`config.mk`:
```
export PLATFORM = sky130hd
export DESIGN_NAME = lzss_cmd_queue
export DESIGN_NICKNAME = d
export VERILOG_FILES = /design/src/rtl/core/assert_macros.svh /design/src/rtl/core/lzss_pkg.sv /design/src/rtl/core/lzss_cmd_queue.sv
export SDC_FILE = /design/constraint.sdc
export NUM_CORES = 1
export LEC_CHECK = 0
export CAP_MARGIN = 20
export CORE_UTILIZATION = 62
export DETAILED_ROUTE_END_ITERATION = 8
export DONT_BUFFER_PORTS = 1
export GPL_TIMING_DRIVEN = 0
export PLACE_DENSITY = 0.78
export SLEW_MARGIN = 20
export SYNTH_ARGS = -nofsm -noshare
export SYNTH_HDL_FRONTEND = slang
export SYNTH_SLANG_ARGS = --single-unit
```
`constraint.sdc`:
```
create_clock -name clk -period 4.07 [get_ports clk]
set_input_delay 0.2035 -clock clk [delete_from_list [all_inputs] [get_ports clk]]
set_output_delay 0.2035 -clock clk [all_outputs]
set_load 0.02 [all_outputs]
```
`src/rtl/core/assert_macros.svh`:
```
// ----------------------------------------------------------------------------
// Assertion macros
// Shorthand for clocked concurrent checks, disabled during reset.
// ----------------------------------------------------------------------------
`ifndef ASSERT_MACROS_SVH
`define ASSERT_MACROS_SVH

// Flag a condition that must never hold at a clock edge
`define ASSERT_NEVER(label, cond, msg) \
    label: assert property (@(posedge clk) disable iff (!rst_n) !(cond)) \
        else $error(msg);

// Flag a consequent that fails when its antecedent holds
`define ASSERT_IMPLY(label, ante, cons, msg) \
    label: assert property (@(posedge clk) disable iff (!rst_n) (ante) |-> (cons)) \
        else $error(msg);

`endif

```
`src/rtl/core/lzss_pkg.sv`:
```
// ----------------------------------------------------------------------------
// LZSS chunk decoder package
// Shared constants, codes and the command passed from front to back.
// ----------------------------------------------------------------------------
package lzss_pkg;

    localparam int SIZE_BITS_DEF = 24;
    localparam int WINDOW_BYTES  = 4096;
    localparam int WIN_AW        = $clog2(WINDOW_BYTES);
    localparam int LEN_W         = 5;
    localparam int QUEUE_DEPTH   = 2;

    localparam logic [7:0]        SPACE_BYTE = 8'h20;
    localparam logic [WIN_AW-1:0] POS_BIAS   = WIN_AW'(8'h12);
    localparam logic [LEN_W-1:0]  LEN_BIAS   = LEN_W'(3);

    typedef enum logic [2:0] {
        ST_OK,
        ST_SHORT_KEY,
        ST_SHORT_LIT,
        ST_SHORT_PAIR,
        ST_OVERFLOW,
        ST_TOO_FAR,
        ST_EXTRA,
        ST_PAD
    } status_t;

    typedef enum logic [1:0] {
        PH_KEY,
        PH_ITEM,
        PH_HIGH
    } phase_t;

    typedef enum logic {
        REG_COMPRESSED_SIZE,
        REG_UNCOMPRESSED_SIZE
    } cfg_reg_t;

    typedef enum logic {
        CMD_SINGLE,
        CMD_COPY
    } cmd_kind_t;

    typedef enum logic {
        BK_IDLE,
        BK_COPY
    } back_state_t;

    typedef struct packed {
        cmd_kind_t         kind;
        logic              hist_wr;
        logic [7:0]        data;
        status_t           status;
        logic              done;
        logic [WIN_AW-1:0] src;
        logic [LEN_W-1:0]  neg;
        logic [LEN_W-1:0]  len;
        logic [WIN_AW-1:0] dst;
    } cmd_t;

endpackage

```
`src/rtl/core/lzss_cmd_queue.sv`:
```
// ----------------------------------------------------------------------------
// LZSS command queue
// Short FIFO of decoded commands between the front and back ends.
// ----------------------------------------------------------------------------
module lzss_cmd_queue
    import lzss_pkg::*;
(
    input  logic clk,
    input  logic rst_n,
    input  logic push,
    input  cmd_t push_cmd,
    output logic full,
    input  logic pop,
    output logic empty,
    output cmd_t head
);

    localparam int PTR_W = $clog2(QUEUE_DEPTH);

    cmd_t             slot_reg [QUEUE_DEPTH];
    logic [PTR_W-1:0] wr_ptr_reg, wr_ptr_next;
    logic [PTR_W-1:0] rd_ptr_reg, rd_ptr_next;
    logic [PTR_W:0]   count_reg, count_next;

    assign full  = (count_reg == (PTR_W+1)'(QUEUE_DEPTH));
    assign empty = (count_reg == '0);
    assign head  = slot_reg[rd_ptr_reg];

    always_comb
    begin
        wr_ptr_next = push ? wr_ptr_reg + PTR_W'(1) : wr_ptr_reg;
        rd_ptr_next = pop ? rd_ptr_reg + PTR_W'(1) : rd_ptr_reg;
        count_next  = count_reg + (PTR_W+1)'(push) - (PTR_W+1)'(pop);
    end

    always_ff @(posedge clk)
    begin
        if (push)
        begin
            slot_reg[wr_ptr_reg] <= push_cmd;
        end
    end

    always_ff @(posedge clk or negedge rst_n)
    begin
        if (!rst_n)
        begin
            wr_ptr_reg <= '0;
            rd_ptr_reg <= '0;
            count_reg  <= '0;
        end
        else
        begin
            wr_ptr_reg <= wr_ptr_next;
            rd_ptr_reg <= rd_ptr_next;
            count_reg  <= count_next;
        end
    end

endmodule

```
==> results.json <==
{
  "status": "completed",
  "drt-pass1-iter-count": 4,
  "seq_power_share_pct": 45.4,
  "finalSetupTns_ns": 0,
  "vias": 1704,
  "hold_ws_ns": 0.129,
  "p_int_mw": 2.17,
  "ys_types": 14,
  "grt_pass1_wl_um": 9340,
  "dieWidth_um": 79.3,
  "clkTransAtPathRegs_ns": 0.09,
  "core_sq_mm": 0.00564,
  "arrival_ns": 1.45,
  "routedWlPerCell_um": 20.9,
  "synth.avg_cell_area_sq_um": 22.6,
  "tightest_slew_ns": 0.755,
  "min_period_ns": 1.66,
  "ant_nets": 0,
  "cts_hold_buf": 51,
  "dp_hpwl_um": 3780,
  "combPwrFrac_pct": 31.6,
  "antenna_found_initial": 0,
  "finClkSkew_ns": 0.00529,
  "wl_um": 6370,
  "critPathCaptureType": "output pin",
  "mappedNetlistArea_sq_mm": 0.00371,
  "io_buffers": 0,
  "floorplan.initialDensity_pct": 65.7,
  "cts_buffers": 9,
  "maxSlewViolCount": 0,
  "use_met2_pct": 38.1,
  "grt_overflow": 0,
  "cts_buffer_depth": 2,
  "swShare_pct": 31.2,
  "cts_tree": "yes",
  "static-leakage-power_nw": 1.63,
  "drc": 0,
  "critPathKind": "flip-flop to output pin",
  "vias_per_cell": 5.59,
  "path_max_fanout": 10,
  "use_met1_pct": 23.8,
  "grt.total_usage_pct": 21.4,
  "stdcell_area_sq_mm": 0.00461,
  "syn_nets": 218,
  "gr-max-usage-layer": "met2",
  "cts_root_buf": "clkbuf_8",
  "max-cap-violations": 0,
  "nFillCells": 270,
  "insertion_delay_ns": 0.34,
  "start_kind": "flip-flop",
  "diodes": 0,
  "synth_area_leaders": "edfxtp_1, mux2_2, mux2_4",
  "switching_power_mw": 0.986,
  "period_share_pct": 40.7,
  "power_density_mw_per_mm2": 685,
  "relSlewSlack_pct": 49.6,
  "synth_largest_area_cell": "edfxtp_1",
  "grt_max_degree": 27,
  "ys_warn_count": 0,
  "dieArea_sq_mm": 0.00629,
  "grt_util_met3_pct": 6.21,
  "finalHoldViolCount": 0,
  "setup_viol": 0,
  "synthCells": 164,
  "clock_sinks": 100,
  "peakVddDrop_mv": 0.472,
  "cts_max_level": 3,
  "largest_register_ffs": 96,
  "post-cts-setup-buffer-count": 0,
  "fin_nets": 282,
  "row_count": 27,
  "power.total_mw": 3.16,
  "drive_above_1_share_pct": 30.9,
  "pin_count": 102,
  "rsz0062_at_grt": "no",
  "postPlaceCellArea_sq_mm": 0.00386,
  "synth_top_area_share_pct": 77.8,
  "worstPathRequired_ns": 3.87,
  "fmax_ghz": 0.604,
  "hold_path.class": "input pin to asynchronous set/reset pin",
  "area_growth_pct": 24.4,
  "ys_ff_latch": 100,
  "reg2reg_depth": 2,
  "p_clk_share_pct": 22.9,
  "ctsResizeCount": 0,
  "floorplan.die.height_um": 79.3,
  "first_global_vias": 1782,
  "drt_iter0_drc": 75,
  "ys_seq_area_share_pct": 80.5,
  "gp_congestion": 0.706
}
[stage by stage]
| stage | setup slack (ns) | std cells | util, % |
|---|---|---|---|
| after floorplan | 1.07 | 164 | - |
| after CTS | 2.38 | 305 | 81.7 |
| after global placement | 0.273 | 236 | 67.3 |
| after detailed placement | 2.44 | 238 | 68.4 |
| final | 2.41 | 305 | 81.7 |
| after global routing | 2.35 | 305 | 81.7 |
[cells in the final DEF (no fill, tap or decap), drive strengths merged]
cell type and count:
dlygate4sd3 51, nor2 1, clkbuf 10, mux2 48
clkinvlp 1, inv 3, ha 2, and2 1
edfxtp 96, dfrtp 4, clkinv 1, buf 7
xor2 2, bufinv 3, xor3 1, nor2b 2
[cell families (layout without fill, tap and decap cells)]
logic type    Yosys count  count (layout)  synth area share [%]
flops                 100             100                  80.5
mux                    48              48                  15.6
buf+inv                 7              76                  1.52
simple gates            4               4                 0.608
xor+xnor                3               3                  1.11
fa+ha+maj               2               2                 0.675
[power by group through the flow]
stage / Combinational [mW] / Sequential (mW) / Clock (mW)
2_1_floorplan: 0.806 / 1.44 / 0
3_3_place_gp: 0.893 / 1.45 / 0
3_5_place_dp: 0.957 / 1.46 / 0
4_1_cts: 1.01 / 1.43 / 0.731
5_1_grt: 1.05 / 1.45 / 0.771
6_report: 0.999 / 1.44 / 0.724
[final cells by class]
type                            instances  area (sq um)  share of cell area (%)
Inverter                                2          7.51                   0.163
Timing Repair Buffer                   53           566                    12.3
Tap cell                               72          90.1                    1.95
Clock buffer                           10           128                    2.77
Clock inverter                          6           111                    2.42
Multi-Input combinational cell         57           676                    14.7
Buffer                                  5          48.8                    1.06
Sequential cell                       100          2980                    64.7
[metal layers]
metal | up-vias | part of all wire [%] | wire length, um
li1 | 774 | - | -
met1 | 855 | 38 | 2430
met2 | 66 | 55 | 3480
met3 | 9 | 6.2 | 398
met4 | 0 | 1.0 | 66
met5 | - | 0 | 0
[critical path: stages, from the launching register on]
cell	delay [ns]
dfrtp_1	0.41
buf_6	0.18
buf_8	0.17
mux2_4	0.35
[path summary, 6_finish.rpt]
path                                  end  startpoint  slack (ns)
max                              head[26]  rd_ptr_reg        2.41
min                          count_reg[1]       rst_n        0.13
max reg2reg                slot_reg[0][1]  wr_ptr_reg        2.44
min reg2reg                    wr_ptr_reg  wr_ptr_reg        0.58
max in group asynchronous      rd_ptr_reg       rst_n        3.76
min in group clk             count_reg[0]         pop        0.26
[cells in the mapped netlist (all sizes together)]
cell	instances
and2	1
buf	5
dfrtp	4
edfxtp	96
ha	2
inv	2
mux2	48
nor2	1
nor2b	2
xor2	2
xor3	1
Note: power is estimated with default switching activity, not from simulation.
