===== config.mk =====
export PLATFORM = sky130hd
export DESIGN_NAME = lzss_front
export DESIGN_NICKNAME = d
export VERILOG_FILES = /design/src/rtl/core/assert_macros.svh /design/src/rtl/core/lzss_pkg.sv /design/src/rtl/core/lzss_front.sv
export SDC_FILE = /design/constraint.sdc
export NUM_CORES = 1
export LEC_CHECK = 0
export BUFFER_PORTS_ARGS = -buffer_cell sky130_fd_sc_hd__buf_2
export CELL_PAD_IN_SITES_DETAIL_PLACEMENT = 0
export CELL_PAD_IN_SITES_GLOBAL_PLACEMENT = 2
export CORE_ASPECT_RATIO = 0.7
export CORE_MARGIN = 5
export CORE_UTILIZATION = 30
export DETAILED_ROUTE_END_ITERATION = 6
export PLACE_DENSITY = 0.74
export SETUP_SLACK_MARGIN = 0.15
export SLEW_MARGIN = 10
export SYNTH_ARGS = -nofsm -noshare
export SYNTH_HDL_FRONTEND = slang
export SYNTH_SLANG_ARGS = --single-unit

===== constraint.sdc =====
create_clock -name clk -period 9.3 [get_ports clk]
set_input_delay 0.465 -clock clk [delete_from_list [all_inputs] [get_ports clk]]
set_output_delay 0.465 -clock clk [all_outputs]
set_load 0.01 [all_outputs]

===== src/rtl/core/assert_macros.svh =====
// ----------------------------------------------------------------------------
// Assertion macros
// Shorthand for clocked concurrent checks, disabled during reset.
// ----------------------------------------------------------------------------
`ifndef ASSERT_MACROS_SVH
`define ASSERT_MACROS_SVH

// Flag a condition that must never hold at a clock edge
`define ASSERT_NEVER(label, cond, msg) \
    label: assert property (@(posedge clk) disable iff (!rst_n) !(cond)) \
        else $error(msg);

// Flag a consequent that fails when its antecedent holds
`define ASSERT_IMPLY(label, ante, cons, msg) \
    label: assert property (@(posedge clk) disable iff (!rst_n) (ante) |-> (cons)) \
        else $error(msg);

`endif


===== src/rtl/core/lzss_pkg.sv =====
// ----------------------------------------------------------------------------
// LZSS chunk decoder package
// Shared constants, codes and the command passed from front to back.
// ----------------------------------------------------------------------------
package lzss_pkg;

    localparam int SIZE_BITS_DEF = 24;
    localparam int WINDOW_BYTES  = 4096;
    localparam int WIN_AW        = $clog2(WINDOW_BYTES);
    localparam int LEN_W         = 5;
    localparam int QUEUE_DEPTH   = 2;

    localparam logic [7:0]        SPACE_BYTE = 8'h20;
    localparam logic [WIN_AW-1:0] POS_BIAS   = WIN_AW'(8'h12);
    localparam logic [LEN_W-1:0]  LEN_BIAS   = LEN_W'(3);

    typedef enum logic [2:0] {
        ST_OK,
        ST_SHORT_KEY,
        ST_SHORT_LIT,
        ST_SHORT_PAIR,
        ST_OVERFLOW,
        ST_TOO_FAR,
        ST_EXTRA,
        ST_PAD
    } status_t;

    typedef enum logic [1:0] {
        PH_KEY,
        PH_ITEM,
        PH_HIGH
    } phase_t;

    typedef enum logic {
        REG_COMPRESSED_SIZE,
        REG_UNCOMPRESSED_SIZE
    } cfg_reg_t;

    typedef enum logic {
        CMD_SINGLE,
        CMD_COPY
    } cmd_kind_t;

    typedef enum logic {
        BK_IDLE,
        BK_COPY
    } back_state_t;

    typedef struct packed {
        cmd_kind_t         kind;
        logic              hist_wr;
        logic [7:0]        data;
        status_t           status;
        logic              done;
        logic [WIN_AW-1:0] src;
        logic [LEN_W-1:0]  neg;
        logic [LEN_W-1:0]  len;
        logic [WIN_AW-1:0] dst;
    } cmd_t;

endpackage


===== src/rtl/core/lzss_front.sv =====
// ----------------------------------------------------------------------------
// LZSS front end
// Holds the size registers, parses key bytes, literals and pairs, and
// issues one command per input byte that yields results.
// ----------------------------------------------------------------------------
module lzss_front
    import lzss_pkg::*;
#(
    parameter int SIZE_BITS = SIZE_BITS_DEF
) (
    input  logic                 clk,
    input  logic                 rst_n,
    input  logic                 cfg_valid,
    output logic                 cfg_ready,
    input  logic [0:0]           cfg_index,
    input  logic [SIZE_BITS-1:0] cfg_data,
    input  logic                 in_valid,
    output logic                 in_ready,
    input  logic [7:0]           in_byte,
    output logic                 q_push,
    output cmd_t                 q_cmd,
    input  logic                 q_full
);

    logic [SIZE_BITS-1:0] csize_reg, csize_next;
    logic [SIZE_BITS-1:0] usize_reg, usize_next;
    logic [SIZE_BITS-1:0] in_cnt_reg, in_cnt_next;
    logic [SIZE_BITS-1:0] out_cnt_reg, out_cnt_next;
    logic [7:0]           flag_byte_reg, flag_byte_next;
    logic [2:0]           flag_idx_reg, flag_idx_next;
    phase_t               phase_reg, phase_next;
    logic [7:0]           pair_low_reg, pair_low_next;
    status_t              err_reg, err_next;

    logic                 cfg_wr;
    logic                 accept;
    logic                 passthru;
    logic                 out_reached;
    logic [SIZE_BITS-1:0] in_cnt_inc;
    logic                 last;
    logic [WIN_AW-1:0]    p12;
    logic [LEN_W-1:0]     len;
    logic [SIZE_BITS:0]   out_sum;
    logic                 overflow;
    logic                 neg;
    logic [WIN_AW:0]      neg_dist;
    logic                 too_far;
    logic [2:0]           fi_adv;
    phase_t               ph_adv;
    status_t              fault;
    status_t              s_end;
    logic                 produce;

    function automatic status_t end_status(input logic       reached,
                                           input logic [7:0] fb,
                                           input logic [2:0] fi,
                                           input phase_t     ph);
        status_t s;
        if (reached)
        begin
            s = (fi != 3'd0 && (fb >> fi) != 8'd0) ? ST_PAD : ST_OK;
        end
        else
        begin
            case (ph)
                PH_KEY:  s = ST_SHORT_KEY;
                PH_HIGH: s = ST_SHORT_PAIR;
                default: s = fb[fi] ? ST_SHORT_LIT : ST_SHORT_PAIR;
            endcase
        end
        return s;
    endfunction

    assign cfg_ready   = 1'b1;
    assign in_ready    = !q_full;
    assign cfg_wr      = cfg_valid && cfg_ready;
    assign accept      = in_valid && in_ready;
    assign passthru    = (csize_reg == usize_reg);
    assign out_reached = (out_cnt_reg >= usize_reg);
    assign in_cnt_inc  = in_cnt_reg + SIZE_BITS'(1);
    assign last        = (in_cnt_inc == csize_reg);

    assign p12      = WIN_AW'(pair_low_reg) + {in_byte[7:4], 8'h00} + POS_BIAS;
    assign len      = LEN_W'(in_byte[3:0]) + LEN_BIAS;
    assign out_sum  = {1'b0, out_cnt_reg} + (SIZE_BITS+1)'(len);
    assign overflow = (out_sum > {1'b0, usize_reg});
    assign neg      = (out_cnt_reg[SIZE_BITS-1:WIN_AW] == '0)
                      && (p12 >= out_cnt_reg[WIN_AW-1:0]);
    assign neg_dist = (WIN_AW+1)'(WINDOW_BYTES) - {1'b0, p12};
    assign too_far  = neg && (neg_dist > (WIN_AW+1)'(len));
    assign fi_adv   = flag_idx_reg + 3'd1;
    assign ph_adv   = (fi_adv == 3'd0) ? PH_KEY : PH_ITEM;

    always_comb
    begin
        csize_next     = csize_reg;
        usize_next     = usize_reg;
        in_cnt_next    = in_cnt_reg;
        out_cnt_next   = out_cnt_reg;
        flag_byte_next = flag_byte_reg;
        flag_idx_next  = flag_idx_reg;
        phase_next     = phase_reg;
        pair_low_next  = pair_low_reg;
        err_next       = err_reg;
        fault          = ST_OK;
        s_end          = ST_OK;
        produce        = 1'b0;
        q_push         = 1'b0;
        q_cmd.kind     = CMD_SINGLE;
        q_cmd.hist_wr  = 1'b0;
        q_cmd.data     = 8'd0;
        q_cmd.status   = ST_OK;
        q_cmd.done     = 1'b0;
        q_cmd.src      = p12;
        q_cmd.neg      = neg ? neg_dist[LEN_W-1:0] : '0;
        q_cmd.len      = len;
        q_cmd.dst      = out_cnt_reg[WIN_AW-1:0];

        if (cfg_wr)
        begin
            if (cfg_index == REG_COMPRESSED_SIZE)
            begin
                csize_next = cfg_data;
            end
            else
            begin
                usize_next = cfg_data;
            end
            in_cnt_next    = '0;
            out_cnt_next   = '0;
            flag_byte_next = 8'd0;
            flag_idx_next  = 3'd0;
            phase_next     = PH_KEY;
            pair_low_next  = 8'd0;
            err_next       = ST_OK;
        end
        else if (accept)
        begin
            if (err_reg != ST_OK)
            begin
                q_push       = 1'b1;
                q_cmd.status = err_reg;
            end
            else if (in_cnt_reg >= csize_reg)
            begin
                s_end = passthru ? ST_OK
                        : end_status(out_reached, flag_byte_reg, flag_idx_reg, phase_reg);
                if (s_end == ST_OK)
                begin
                    s_end = ST_EXTRA;
                end
                err_next     = s_end;
                q_push       = 1'b1;
                q_cmd.status = s_end;
            end
            else if (passthru)
            begin
                in_cnt_next = in_cnt_inc;
                q_push      = 1'b1;
                q_cmd.data  = in_byte;
                q_cmd.done  = last;
            end
            else if (out_reached)
            begin
                err_next     = ST_EXTRA;
                q_push       = 1'b1;
                q_cmd.status = ST_EXTRA;
            end
            else
            begin
                in_cnt_next = in_cnt_inc;
                case (phase_reg)
                    PH_KEY:
                    begin
                        flag_byte_next = in_byte;
                        phase_next     = PH_ITEM;
                    end
                    PH_ITEM:
                    begin
                        if (flag_byte_reg[flag_idx_reg])
                        begin
                            out_cnt_next  = out_cnt_reg + SIZE_BITS'(1);
                            flag_idx_next = fi_adv;
                            phase_next    = ph_adv;
                            produce       = 1'b1;
                            q_cmd.hist_wr = 1'b1;
                            q_cmd.data    = in_byte;
                        end
                        else
                        begin
                            pair_low_next = in_byte;
                            phase_next    = PH_HIGH;
                        end
                    end
                    default:
                    begin
                        if (overflow)
                        begin
                            fault = ST_OVERFLOW;
                        end
                        else if (too_far)
                        begin
                            fault = ST_TOO_FAR;
                        end
                        else
                        begin
                            out_cnt_next  = out_sum[SIZE_BITS-1:0];
                            flag_idx_next = fi_adv;
                            phase_next    = ph_adv;
                            produce       = 1'b1;
                            q_cmd.kind    = CMD_COPY;
                        end
                    end
                endcase

                if (fault == ST_OK && last)
                begin
                    fault = end_status(out_cnt_next >= usize_reg, flag_byte_next,
                                       flag_idx_next, phase_next);
                end

                if (fault != ST_OK)
                begin
                    err_next      = fault;
                    q_push        = 1'b1;
                    q_cmd.kind    = CMD_SINGLE;
                    q_cmd.hist_wr = 1'b0;
                    q_cmd.data    = 8'd0;
                    q_cmd.status  = fault;
                end
                else if (produce)
                begin
                    q_push     = 1'b1;
                    q_cmd.done = last;
                end
            end
        end
    end

    always_ff @(posedge clk or negedge rst_n)
    begin
        if (!rst_n)
        begin
            csize_reg     <= '0;
            usize_reg     <= '0;
            in_cnt_reg    <= '0;
            out_cnt_reg   <= '0;
            flag_byte_reg <= 8'd0;
            flag_idx_reg  <= 3'd0;
            phase_reg     <= PH_KEY;
            pair_low_reg  <= 8'd0;
            err_reg       <= ST_OK;
        end
        else
        begin
            csize_reg     <= csize_next;
            usize_reg     <= usize_next;
            in_cnt_reg    <= in_cnt_next;
            out_cnt_reg   <= out_cnt_next;
            flag_byte_reg <= flag_byte_next;
            flag_idx_reg  <= flag_idx_next;
            phase_reg     <= phase_next;
            pair_low_reg  <= pair_low_next;
            err_reg       <= err_next;
        end
    end

endmodule


==> metrics.txt, run 1 <==
crit-path max cell delay=approximately 0.54 ns; area added between synthesis and finish=13.2%; I/O pin total=between 80 and 90; static leakage=slightly below 0.006 uW; RR Endpoint=err_reg[0]; initial antenna violation count=0; max_cap viols=0; Synth area leaders=dfrtp_1 (27%), ha_1 (14%), xnor2_1 (6.7%); cell taking the most area after synthesis=dfrtp_1; most frequent cell after synthesis=ha_1; row count=59; CP required=a little under 9 ns; Yosys top cell area share=0.266; combinational share of power=0.237; Final Net Count=roughly 1600; Synth Instances=approximately 1300; core area=between 0.03 and 0.04 mm2; CTS tree=done; final setup fails=0; total die area=approximately 0.042 mm2; via/cell ratio=approximately 5.3; crit path max fanout=8; final cycle utilization of the critical path=0.926; Initial Utilization=0.304; worst min path class=input pin to asynchronous set/reset pin; Synth Warn #=0; hold buffers post-CTS=0; NetSw=approximately 560 uW; sequential-to-total area share from yosys stat=0.266; GRT Util Overall=0.184; TritonCTS Buffers=17; vias in the first global route=about 9400; r2r setup slk=1.90 ns; minimum clock period=8.61 ns; CTS HTree Levels=4; pwr dens=between 100 and 150 mW/mm2; Worst Setup Start Kind=input pin; via count=approximately 10000; worst reg2reg path depth=31; outcome=finished, final reports clean; Initial DRC Count=approximately 790; Worst EP arrival=about 8.2 ns; drt first pass iters=5; Storage cell area=between 0.003 and 0.004 mm2; Synth cell types=78; Routed WL per cell=20.3 um; Critical Path Sink Type=primary output; slowest CP cell=or4_4; Die Height=172 um; placed insts=1862; Crit Reg-Reg Startpoint=out_cnt_reg[12]; peak supply drop=approximately 0.088 mV; Mapped Area=between 0.01 and 0.015 mm2; fillers=roughly 4000; pin count of the biggest net entering global routing=slightly above 60; total wire length=38500 um; RSZ-0062 raised after global routing=no; post-synthesis average cell area=8.39 um2; number of I/O port buffers=between 80 and 90; first-pass GRT wire length=~60000 um; latest clock arrival within the worst-skew pair=between 0.4 and 0.5 ns; ANT nets after route=0; top_reg_cell synth=dfrtp_1; Max-slew headroom=0.263; Post-route DRC=0; Final Hold Fails=0; diode count=0; worst slack, placed=roughly 0.59 ns; post-route setup slack=around 0.69 ns; Final GP Congestion=just over 0.9; Die Wd=242 um; WS Path Type=input pin to primary output; Final Skew=approximately 0.015 ns; Commonest cells post-synth=ha_1 (127), dfrtp_1 (120), nor2_1 (113); Seq pwr share=0.367; fraction of layout cells with a size suffix above 1=0.151; Post-synth EDFFs=0; fmax=about 120 MHz; CTS root buf=clkbuf_16; multi-input logic area=0.00763 mm2; Finished Layout Cells=1896; #FFs+latches synth=between 100 and 150; final slew viol count=0; Longest Clk Path Bufs=2; Mapped Nets=roughly 1500; Cell Int Power=1100 uW; setup TNS after final layout=0 ns; worst-margin pin slew=~1.1 ns; GRT overflow=0; hold_ws=0.118 ns; clock sink total=120; Detail Placement HPWL=just over 30000 um; clock-pin slew on the worst setup and hold paths=0.07 ns; clock share of power=0.396; async set or reset register ratio after synthesis=1.00; switch share=0.338
[logic make-up after synthesis]
logic type      after synthesis  synth area share
buf+inv                     173            0.0641
simple gates                477             0.213
compound gates              240             0.142
other cells                   1          0.000332
mux                          50            0.0508
fa+ha+maj                   129             0.143
flops                       120             0.266
xor+xnor                    156             0.121
[area by class of cell]
class / instances / share of cell area
Timing Repair Buffer: 111 / 0.0483
Inverter: 92 / 0.0273
Multi-Input combinational cell: 1053 / 0.597
Clock inverter: 13 / 0.00949
Clock buffer: 19 / 0.0354
Tap cell: 488 / 0.0478
Sequential cell: 120 / 0.235
[critical path, delay by kind of cell]
| family | cells | cell delay (ns) |
|---|---|---|
| buf+inv | 6 | 0.96 |
| compound gates | 6 | 1.00 |
| xor+xnor | 2 | 0.28 |
| fa+ha+maj | 4 | 1.45 |
| simple gates | 15 | 3.99 |
[per-stage QoR]
stage | cell area (um2) | power, uW | util
floorplan | 11300 | 866 | -
global placement | 12200 | 1010 | 0.327
detailed placement | 12200 | 1010 | 0.327
CTS | 12700 | 1680 | 0.342
global route | 12800 | 1750 | 0.344
finish | 12800 | 1660 | 0.344
[power by group through the flow]
stage / Sequential (uW) / Clock [uW] / Combinational [uW]
2_1_floorplan: 598 / 0 / 269
3_3_place_gp: 617 / 0 / 392
3_5_place_dp: 619 / 0 / 391
4_1_cts: 609 / 672 / 394
5_1_grt: 615 / 694 / 445
6_report: 609 / 658 / 394
[routing by layer]
layer | wire length [um] | vias to the layer above | part of all wire | track usage
li1 | - | 4847 | - | -
met4 | 282 | 0 | 0.0073 | 0.0288
met1 | 21200 | 4877 | 0.55 | 0.301
met3 | 2320 | 21 | 0.060 | 0.0413
met2 | 14700 | 261 | 0.38 | 0.243
met5 | 0 | - | 0 | 0
[how the worst max path moves through the flow]
stage,end,startpoint,slack (ns),cells past startpoint
after floorplan,q_cmd[40],in_byte[0],1.50,33
after global placement,q_cmd[34],in_byte[0],0.76,35
after detailed placement,q_cmd[41],in_byte[0],0.59,34
after CTS,q_cmd[41],out_cnt_reg[0],0.47,32
after global routing,q_cmd[44],in_byte[0],0.13,36
final,q_cmd[41],in_byte[0],0.69,33
[placed cells by master (no fill, tap or decap), drive strengths merged, types with 8 or more instances in the layout]
cell,count
clkbuf,19
nand2,110
or3,9
a31oi,12
clkinv,9
nand3,52
inv,92
o21ai,63
a211oi,21
mux2,26
nor2,115
nand4,45
buf,111
and3,11
nor3,34
nor4,17
xnor2,86
nor2b,17
and2,11
nor3b,10
a21o,22
nand2b,17
xor2,70
or2,8
a21oi,50
dfrtp,120
o211ai,9
mux2i,21
ha,127
[timing repair]
item	CTS	global route
endpoints found under the setup margin	0	13
buffers inserted	0	2
gates resized for setup	0	10
No activity file was read; power rests on OpenSTA's default activity.
==> inputs of run 2 (changes only) <==
==> constraint.sdc (replaced) <==
create_clock -name clk -period 9.96 [get_ports clk]
set_input_delay 0.498 -clock clk [delete_from_list [all_inputs] [get_ports clk]]
set_output_delay 0.498 -clock clk [all_outputs]
set_load 0.01 [all_outputs]
==> run 2 against run 1 <==
  * Sequential share of layout area grew 0.064 points
  * Setup slack better by 0.12 ns
  * Via count down 1.2%
  * Die area unchanged
  * Register-to-register slack improved by 0.07 ns
  * Largest power group unchanged
  * Design area decreased by 0.35%
  * Critical path depth decreased by 1
  * Clock skew fell by 0.0034 ns
  * Final cell count fell by 0.32%
  * Combinational power shrank 6.6%
==> metrics.txt, run 2 (same netlist as run 1, synthesis figures left out) <==
total wire length=38400 um (-0.33%); area added between synthesis and finish=12.8%; clock sink total=120 (unchanged); most common cell after layout, fill and taps aside=ha_1; Longest Clk Path Bufs=2 (unchanged); via count=9881 (-1.2%); fmax=about 110 MHz; row count=59 (unchanged); CTS HTree Levels=4 (unchanged); Crit Reg-Reg Startpoint=out_cnt_reg[0]; minimum clock period=9.16 ns; slowest CP cell=or4_4; latest clock arrival within the worst-skew pair=0.45 ns (about the same); most frequent cells in the layout=ha_1 (127), dfrtp_1 (120), nor2_1 (113); Worst EP arrival=8.66 ns (+0.51 ns); initial antenna violation count=0 (unchanged); total die area=0.0417 mm2 (unchanged); Detail Placement HPWL=29900 um (-1.8%); Worst Setup Start Kind=flip-flop; CTS root buf=clkbuf_16; via/cell ratio=5.23 (-0.94%); hold buffers post-CTS=0 (unchanged); outcome=finished, final reports clean; static leakage=0.00578 uW (-0.69%); Critical Path Source=out_cnt_reg[0]; peak supply drop=0.0782 mV (-11%); TritonCTS Buffers=17 (unchanged); core area=0.0372 mm2 (unchanged); Routed WL per cell=20.3 um (about the same); GRT Util Overall=0.185 (+0.000838); number of I/O port buffers=87 (unchanged); Post-route DRC=0 (unchanged); pwr dens=125 mW/mm2 (-4.1%); GRT overflow=0 (unchanged); clock-pin slew on the worst setup and hold paths=0.06 ns (about the same); CTS tree=done; vias in the first global route=9434 (+0.39%); Critical Path Sink Type=primary output; ANT nets after route=0 (unchanged); Final Skew=0.0115 ns (-0.00343 ns); Die Height=172 um (unchanged); Max-slew headroom=0.292 (+0.0290); Crit path top cell by count=ha_1; max_cap viols=0 (unchanged); cell area after layout=0.0127 mm2 (-0.35%); Die Wd=242 um (unchanged); fraction of layout cells with a size suffix above 1=0.141 (-0.00995); final setup fails=0 (unchanged); Final GP Congestion=0.888 (-3.2%); WS Path Type=flip-flop to primary output; crit-path max cell delay=0.57 ns (+0.03 ns); crit path max fanout=9 (+1); CP required=9.46 ns (+0.62 ns); pin count of the biggest net entering global routing=62 (unchanged); Initial Utilization=0.304 (unchanged); RSZ-0062 raised after global routing=no; first-pass GRT wire length=59600 um (+0.15%); I/O pin total=89 (unchanged); dpl cell area=0.0121 mm2 (-0.31%); worst min path class=input pin to asynchronous set/reset pin; setup TNS after final layout=0 ns (unchanged); worst-margin pin slew=1.05 ns (-0.0523 ns); drt first pass iters=6 (+1); Final Hold Fails=0 (unchanged); Final Net Count=1554 (-0.45%); final slew viol count=0 (unchanged); Initial DRC Count=699 (-11%); final cycle utilization of the critical path=0.919
[run 2: changes by cell type in the layout (fill, tap and decap cells not counted), sizes merged]
cell,delta
clkinv,-4
buf,-7
diode,+1
bufinv,+1
inv,+2
clkbuf,+1
[run 2: layout make-up]
type | count | area [um2]
multi-input combinational | 1053 | 7610
inverter | 92 | 345
fill | 3939 | 24500
tap | 488 | 611
timing repair buffer | 104 | 566
sequential | 120 | 3000
clock buffer | 20 | 467
clock inverter | 12 | 140
antenna | 1 | 2.50
[run 2: path summary, 6_finish.rpt]
check                                   to  slack [ns]  depth (start not counted)
setup / recovery                 q_cmd[44]        0.80                         32
setup reg to reg                err_reg[0]        1.97                         31
min in group clk             csize_reg[14]        0.28                          3
hold reg to reg               usize_reg[8]        0.56                          1
max in group asynchronous  pair_low_reg[7]        8.45                          2
hold / removal               in_cnt_reg[2]        0.14                          1
[run 2: through the flow]
stage / worst slack [ns] / util / hold WS, ns / power, uW / cells
2_1_floorplan: 2.10 / - / 0.202 / 809 / 1346
3_3_place_gp: 0.807 / 0.326 / 0.540 / 943 / 1857
3_5_place_dp: 0.695 / 0.326 / 0.543 / 944 / 1857
4_1_cts: 0.640 / 0.342 / 0.177 / 1600 / 1889
5_1_grt: 0.181 / 0.342 / 0.207 / 1670 / 1889
6_report: 0.804 / 0.342 / 0.144 / 1590 / 1890
[run 2: repair_timing]
action                                  in CTS  in global routing
endpoints found under the hold margin        0                  0
resized for setup                            0                  3
endpoints found under the setup margin       0                 11
setup buffers                                0                  0
[run 2: worst max-delay path, delay by kind of cell (launching register included)]
kind,cells,cell delay [ns]
adders and majority gates,4,1.23
and+or+nand+nor,14,3.56
AOI/OAI and AO/OA,9,2.23
DFF,1,0.52
xor gates and xnor gates,2,0.23
buffers and inverters,3,0.41
[run 2: power breakdown]
group | total (uW) | internal (uW) | leakage, uW | switching (uW)
Combinational | 368 | 146 | 0.00392 | 221
Sequential | 569 | 521 | 0.00157 | 47.8
Clock | 649 | 390 | 0.000290 | 259
Total | 1590 | 1060 | 0.00578 | 528
[run 2: routing by layer]
metal	global-route usage	vias up	wire length (um)
met2	0.249	246	14800
met1	0.300	4777	21500
met3	0.0374	25	1750
li1	-	4833	-
met5	0	-	0
met4	0.0312	0	324
